File: src/design/lbf_pkg.sv
// Package for the learning bridge forwarder.
// Holds the transfer payload structs and the shared constants; no dependencies.
package lbf_pkg;

  localparam int unsigned AddrW           = 48;
  localparam int unsigned LenW            = 16;
  localparam int unsigned CntW            = 32;
  localparam int unsigned GroupBit        = 40;
  localparam int unsigned MinFrameBytes   = 14;
  localparam int unsigned TableEntriesDef = 16;

  typedef struct packed {
    logic [AddrW-1:0] dest_address;
    logic [AddrW-1:0] source_address;
    logic [LenW-1:0]  frame_length;
    logic             arrival_port;
  } lbf_in_t;

  typedef struct packed {
    logic            egress_port;
    logic            dropped;
    logic            flooded;
    logic [CntW-1:0] drop_count;
    logic [CntW-1:0] a_to_b_count;
    logic [CntW-1:0] b_to_a_count;
  } lbf_out_t;

endpackage

File: src/design/lbf_ram.sv
// Generic single-port-write, single-port-read RAM with a registered read.
// No dependencies; contents are undefined until written.
module lbf_ram #(
  parameter int unsigned Width = 8,
  parameter int unsigned Depth = 16
) (
  input  logic                     clk_i,
  input  logic                     we_i,
  input  logic [$clog2(Depth)-1:0] waddr_i,
  input  logic [Width-1:0]         wdata_i,
  input  logic                     re_i,
  input  logic [$clog2(Depth)-1:0] raddr_i,
  output logic [Width-1:0]         rdata_o
);

  logic [Width-1:0] mem_q [Depth];
  logic [Width-1:0] rdata_q;

  always_ff @(posedge clk_i) begin
    if (we_i) begin
      mem_q[waddr_i] <= wdata_i;
    end
    if (re_i) begin
      rdata_q <= mem_q[raddr_i];
    end
  end

  assign rdata_o = rdata_q;

endmodule

File: src/design/learning_bridge_forwarder_top.sv
// Top level of the two-port learning bridge forwarder.
// Depends on lbf_pkg for payload types and constants and on lbf_ram for the MAC table.

// Each header transfer runs one at a time through a sequencer around a single 48-bit
// comparator that scans the MAC table RAM one entry per cycle with a registered read.
// A frame shorter than 14 bytes goes from acceptance straight to the result.
// Otherwise the source scan, the table write, the destination scan (skipped for
// a group destination) and the result follow in that order; a hit ends a scan
// early. The next header is taken as soon as the result is in the output
// register, while that result waits to be taken. Table entries that were never
// written read as all ones with port A through one valid bit per entry, so
// there is no clearing pass after reset.
module learning_bridge_forwarder_top
  import lbf_pkg::*;
#(
  parameter int unsigned TableEntries = TableEntriesDef
) (
  input  logic     clk_i,
  input  logic     rst_ni,
  input  logic     in_valid_i,
  output logic     in_ready_o,
  input  lbf_in_t  in_data_i,
  output logic     out_valid_o,
  input  logic     out_ready_i,
  output lbf_out_t out_data_o
);

  localparam int unsigned IdxW   = $clog2(TableEntries);
  localparam int unsigned EntryW = AddrW + 1;

  typedef enum logic [1:0] {
    ST_IDLE,
    ST_SCAN,
    ST_WRITE,
    ST_RESULT
  } state_e;

  state_e              state_q;
  lbf_in_t             item_q;
  logic                lookup_q;
  logic                rd_act_q;
  logic [IdxW-1:0]     rd_idx_q;
  logic                cmp_vld_q;
  logic [IdxW-1:0]     cmp_idx_q;
  logic [IdxW-1:0]     tgt_q;
  logic                miss_q;
  logic [IdxW-1:0]     ptr_q;
  logic [TableEntries-1:0] valid_q;
  logic                egress_q;
  logic                drop_q;
  logic                flood_q;
  logic [CntW-1:0]     drop_cnt_q;
  logic [CntW-1:0]     ab_cnt_q;
  logic [CntW-1:0]     ba_cnt_q;
  logic                out_valid_q;
  lbf_out_t            out_data_q;

  logic [CntW-1:0]     drop_cnt_d;
  logic [CntW-1:0]     ab_cnt_d;
  logic [CntW-1:0]     ba_cnt_d;
  logic [EntryW-1:0]   rdata;
  logic [AddrW-1:0]    entry_addr;
  logic                entry_port;
  logic [AddrW-1:0]    key;
  logic                match;
  logic                cmp_last;
  logic                rd_en;
  logic                wr_en;
  logic                short_frame;
  logic                dst_group;

  assign rd_en = (state_q == ST_SCAN) && rd_act_q;
  assign wr_en = (state_q == ST_WRITE);

  lbf_ram #(
    .Width(EntryW),
    .Depth(TableEntries)
  ) u_table (
    .clk_i  (clk_i),
    .we_i   (wr_en),
    .waddr_i(tgt_q),
    .wdata_i({item_q.arrival_port, item_q.source_address}),
    .re_i   (rd_en),
    .raddr_i(rd_idx_q),
    .rdata_o(rdata)
  );

  assign entry_addr  = valid_q[cmp_idx_q] ? rdata[AddrW-1:0] : '1;
  assign entry_port  = valid_q[cmp_idx_q] ? rdata[EntryW-1] : 1'b0;
  assign key         = lookup_q ? item_q.dest_address : item_q.source_address;
  assign match       = cmp_vld_q && (entry_addr == key);
  assign cmp_last    = (cmp_idx_q == IdxW'(TableEntries - 1));
  assign short_frame = in_data_i.frame_length < LenW'(MinFrameBytes);
  assign dst_group   = item_q.dest_address[GroupBit];

  assign drop_cnt_d = drop_cnt_q + CntW'(drop_q);
  assign ab_cnt_d   = ab_cnt_q + CntW'(!drop_q && !item_q.arrival_port);
  assign ba_cnt_d   = ba_cnt_q + CntW'(!drop_q && item_q.arrival_port);

  always_ff @(posedge clk_i or negedge rst_ni) begin
    if (!rst_ni) begin
      state_q     <= ST_IDLE;
      item_q      <= '0;
      lookup_q    <= 1'b0;
      rd_act_q    <= 1'b0;
      rd_idx_q    <= '0;
      cmp_vld_q   <= 1'b0;
      cmp_idx_q   <= '0;
      tgt_q       <= '0;
      miss_q      <= 1'b0;
      ptr_q       <= '0;
      valid_q     <= '0;
      egress_q    <= 1'b0;
      drop_q      <= 1'b0;
      flood_q     <= 1'b0;
      drop_cnt_q  <= '0;
      ab_cnt_q    <= '0;
      ba_cnt_q    <= '0;
      out_valid_q <= 1'b0;
      out_data_q  <= '0;
    end else begin
      if (out_ready_i) begin
        out_valid_q <= 1'b0;
      end
      unique case (state_q)
        ST_IDLE: begin
          if (in_valid_i) begin
            item_q <= in_data_i;
            if (short_frame) begin
              drop_q   <= 1'b1;
              flood_q  <= 1'b0;
              egress_q <= 1'b0;
              state_q  <= ST_RESULT;
            end else begin
              drop_q    <= 1'b0;
              lookup_q  <= 1'b0;
              rd_idx_q  <= '0;
              rd_act_q  <= 1'b1;
              cmp_vld_q <= 1'b0;
              state_q   <= ST_SCAN;
            end
          end
        end
        ST_SCAN: begin
          cmp_vld_q <= rd_act_q;
          cmp_idx_q <= rd_idx_q;
          if (rd_act_q) begin
            if (rd_idx_q == IdxW'(TableEntries - 1)) begin
              rd_act_q <= 1'b0;
            end else begin
              rd_idx_q <= rd_idx_q + 1'b1;
            end
          end
          if (match) begin
            rd_act_q  <= 1'b0;
            cmp_vld_q <= 1'b0;
            if (!lookup_q) begin
              tgt_q   <= cmp_idx_q;
              miss_q  <= 1'b0;
              state_q <= ST_WRITE;
            end else begin
              egress_q <= entry_port;
              flood_q  <= 1'b0;
              state_q  <= ST_RESULT;
            end
          end else if (cmp_vld_q && cmp_last) begin
            rd_act_q  <= 1'b0;
            cmp_vld_q <= 1'b0;
            if (!lookup_q) begin
              tgt_q   <= ptr_q;
              miss_q  <= 1'b1;
              state_q <= ST_WRITE;
            end else begin
              egress_q <= ~item_q.arrival_port;
              flood_q  <= 1'b1;
              state_q  <= ST_RESULT;
            end
          end
        end
        ST_WRITE: begin
          valid_q[tgt_q] <= 1'b1;
          if (miss_q) begin
            if (ptr_q == IdxW'(TableEntries - 1)) begin
              ptr_q <= '0;
            end else begin
              ptr_q <= ptr_q + 1'b1;
            end
          end
          if (dst_group) begin
            egress_q <= ~item_q.arrival_port;
            flood_q  <= 1'b1;
            state_q  <= ST_RESULT;
          end else begin
            lookup_q  <= 1'b1;
            rd_idx_q  <= '0;
            rd_act_q  <= 1'b1;
            cmp_vld_q <= 1'b0;
            state_q   <= ST_SCAN;
          end
        end
        ST_RESULT: begin
          if (!out_valid_q || out_ready_i) begin
            drop_cnt_q               <= drop_cnt_d;
            ab_cnt_q                 <= ab_cnt_d;
            ba_cnt_q                 <= ba_cnt_d;
            out_data_q.egress_port   <= egress_q;
            out_data_q.dropped       <= drop_q;
            out_data_q.flooded       <= flood_q;
            out_data_q.drop_count    <= drop_cnt_d;
            out_data_q.a_to_b_count  <= ab_cnt_d;
            out_data_q.b_to_a_count  <= ba_cnt_d;
            out_valid_q              <= 1'b1;
            state_q                  <= ST_IDLE;
          end
        end
        default: begin
          state_q <= ST_IDLE;
        end
      endcase
    end
  end

  assign in_ready_o  = (state_q == ST_IDLE);
  assign out_valid_o = out_valid_q;
  assign out_data_o  = out_data_q;

endmodule
File: config.mk
export PLATFORM = sky130hd
export DESIGN_NAME = learning_bridge_forwarder_top
export DESIGN_NICKNAME = d
export VERILOG_FILES = /design/src/design/lbf_pkg.sv /design/src/design/lbf_ram.sv /design/src/design/learning_bridge_forwarder_top.sv
export SDC_FILE = /design/constraint.sdc
export NUM_CORES = 1
export LEC_CHECK = 0
export BUFFER_PORTS_ARGS = -buffer_cell sky130_fd_sc_hd__buf_2
export CAP_MARGIN = 30
export CELL_PAD_IN_SITES_DETAIL_PLACEMENT = 0
export CELL_PAD_IN_SITES_GLOBAL_PLACEMENT = 2
export CORE_MARGIN = 2
export CORE_UTILIZATION = 51
export CTS_CLUSTER_DIAMETER = 120
export DETAILED_ROUTE_END_ITERATION = 12
export PLACE_DENSITY = 0.94
export SLEW_MARGIN = 20
export SYNTH_ARGS = -nofsm -noshare
export SYNTH_HDL_FRONTEND = slang
export SYNTH_SLANG_ARGS = --single-unit
File: constraint.sdc
create_clock -name clk_i -period 15.2 [get_ports clk_i]
set_clock_uncertainty 0.2 [all_clocks]
set_input_delay 1.52 -clock clk_i [delete_from_list [all_inputs] [get_ports clk_i]]
set_output_delay 1.52 -clock clk_i [all_outputs]
set_load 0.05 [all_outputs]
==> metrics <==
setup tns final 0 ns; Cells after Synth 2168; GP Congestion slightly above 0.9; status complete, but fails checks; Slowest cell on crit path dfrtp_4; Most used DFF post-synth edfxtp_1; Synth warnings 0; Vias/cell 6.31; highest clock rate 190 MHz; Routed Antenna Nets 0; share of cells above drive strength 1 31.8%; DRT Pass-1 Iters 8; Seq/Total Area, Yosys 73.0%; ys async rst share 22.2%; Crit Path Max Fanout 38; Critical Path Start Type flip-flop; Slew @ Worst Pin 1.53 ns; critical path arrival around 5.6 ns; Finished Cell Area 48500 sq um; DRC 0; Worst IR Drop VDD 0.138 mV; HPWL Detailed 57500 microns; Setup Crit Path Kind flip-flop to flip-flop; Cell variety after synth 66; CTS tree yes; Tcrit/Tclk final between 30 and 40%; DRT Wirelength 103000 microns; syn_nets roughly 2300; Lkg Pwr 16.9 nW; slew margin rel. -2.07%; # Max-Cap Violations 0; worst skew pair latency around 0.67 ns; worst r2r src lookup_q; Mapped Area 42400 sq um; number of synthesized flops with an enable pin 833; nets@finish 2580; # rows 105; fin cells approximately 3600; RSZ-0062 raised after global routing false; Max H-tree Level 3; Hold Vio Cnt, Final 0; full die area 85500 sq um; Reg2Reg Setup Slack 9.95 ns; Port Buffers 216; Hold Path Depth 1; Placed Instances 3410; Global Route Usage Sum 24.1%; Post CTS Setup Buffer Count 0; TritonCTS buffer count 104; Resize count post-CTS 0; final setup vio count 0; nature of the critical path endpoint flip-flop; Post-DP Area 45100 sq um; global-route wire length before repair 151000 microns; clock sinks 1071; Buf/Inv on CP 1; vias in the first global route 22700; drt initial violations 2691; FF-to-FF path depth 10; Power Dens Cells 174 nW/um^2; failing checks max-slew violations; largest net degree at the start of global routing 163; die height 292 microns; WP data required 15.56 ns; crit-path leading delay family simple AND/OR/NAND/NOR gates; Hold WC Path Type flip-flop to flip-flop; Initial Util roughly half; CTS Buffer Depth 3; Final Max Tran Viols 29; Slowest Stage Delay on Critical Path 0.82 ns; P&R area growth vs syn 14.4%; worst reg2reg path endpoint flood_q; clk slew on worst S/H paths 0.06 ns; antenna violations before repair 2; min Tclk post-route approximately 5.3 ns; Hold Buf Count CTS 0; CP cell instances buf_4, mux2i_1, o22ai_1, or4_1, or4_1, o31ai_2, and4b_1, nand3_1, o21ai_0, mux2i_1; die width 292 microns; hold_sp out_data_o[31]; total grt overflow 0; synthesized area per cell 19.6 sq um; end-of-flow core utilization 59.0%; core region area 82200 sq um; I/O pin count around 220; WL per Instance 28.5 microns; Root Buffer clkbuf_16; post-synthesis register bit count 1071; WHS Endpoint out_data_o[31]; Vias 22700
[synth_stat cells (4+ instances only)]
master    number  area, sq um
nor4_1         9         56.3
nor3b_1        9         67.6
xnor2_1       77          674
o21ai_0       17         85.1
o22ai_1       19          119
and2_1         8         50.1
a21boi_0       5         37.5
nand4_1       36          225
buf_1         28          105
buf_2          6         30.0
nand2_1      100          375
nor2b_1       16          100
mux2_2       107         1200
a211oi_1       5         37.5
nand2b_1       4         25.0
and4_1        13          114
a31oi_1       11         68.8
mux2i_1       44          440
nand3_1       49          245
and3_1        17          106
nor2_1        39          146
or2_2         18          113
a22oi_1       22          165
inv_1         17         63.8
clkbuf_1      52          195
ha_1          12          150
edfxtp_1     833        25000
a21o_1         4         30.0
dfrtp_1      238         5960
a21oi_1        7         35.0
mux4_2       247         5560
xor2_1        31          272
nor3_1        18         90.1
[registers in the layout, indices dropped and copies added, names as in the netlist, 2 cells and up]
register,count
u_table.mem_q,784
out_data_o,99
item_q,96
u_table.rdata_o,49
valid_q,16
cmp_idx_q,4
ptr_q,4
rd_idx_q,4
tgt_q,4
state_q,2
[cell usage in the layout (no fill, tap or decap), types with 9 or more instances in the layout]
cell type,n
and3_1,17
clkinv_1,21
dfrtp_1,233
edfxtp_1,833
nor2b_1,16
nor3b_1,9
and4_1,13
a31oi_1,11
nand3_1,49
inv_1,17
xnor2_1,77
or2_2,18
clkbuf_16,107
mux2_2,107
buf_4,35
buf_2,215
clkinv_2,16
clkbuf_1,26
a22oi_1,22
ha_1,12
mux4_2,247
nor2_4,9
mux2i_1,44
nand4_1,36
xor2_1,31
nand2_1,99
o22ai_1,19
o21ai_0,17
nor2_1,30
nor3_1,12
[cell type report]
class,instances,area [sq um]
sequential,1071,31000
inverter,17,63.8
fill,5857,33700
clock buffer,138,2840
tap,1070,1340
timing repair buffer,264,1670
clock inverter,51,457
multi-input combinational,993,11100
antenna,1,2.50
[report_power, final]
group | total (mW) | leakage [nW] | internal [mW] | switching (mW)
Clock | 2.49 | 1.61 | 1.42 | 1.08
Sequential | 4.34 | 10.6 | 3.79 | 0.554
Combinational | 1.60 | 4.67 | 0.765 | 0.838
[per-layer routing]
| layer | up-vias | part of all wire, % | global-route usage [%] |
|---|---|---|---|
| met4 | 2 | 2.7 | 6.75 |
| li1 | 9326 | - | - |
| met5 | - | 0.013 | 0 |
| met1 | 11900 | 39 | 33.9 |
| met2 | 1297 | 48 | 38.9 |
| met3 | 212 | 9.4 | 4.80 |
[cells by family (layout without fill, tap and decap cells)]
logic type	count (synthesis)	in the layout	synth area share, %
buf+inv	104	470	0.956
flops	1071	1071	73.0
simple gates	352	352	4.35
mux	399	399	17.0
other cells	0	1	0
xor+xnor	108	108	2.23
fa+ha+maj	12	12	0.354
compound gates	122	122	2.05
[how the worst max path moves through the flow]
| stage | startpoint | endpoint | cells after the start | slack [ns] |
|---|---|---|---|---|
| 2_1_floorplan | state_q[0] | valid_q[2] | 6 | 8.63 |
| 3_3_place_gp | lookup_q | flood_q | 10 | 10.23 |
| 3_5_place_dp | lookup_q | flood_q | 10 | 10.15 |
| 4_1_cts | lookup_q | flood_q | 10 | 10.10 |
| 5_1_grt | lookup_q | state_q[1] | 10 | 9.78 |
| 6_report | lookup_q | flood_q | 10 | 9.95 |
[through the flow]
step                worst slack, ns  hold WS, ns  power [mW]
floorplan                      8.63        0.231        5.30
global placement              10.23        0.246        5.89
detailed placement            10.15        0.250        5.98
CTS                           10.10        0.265        8.47
global route                   9.78        0.284        8.75
finish                         9.95        0.258        8.44
(Power assumes the default switching activity.)
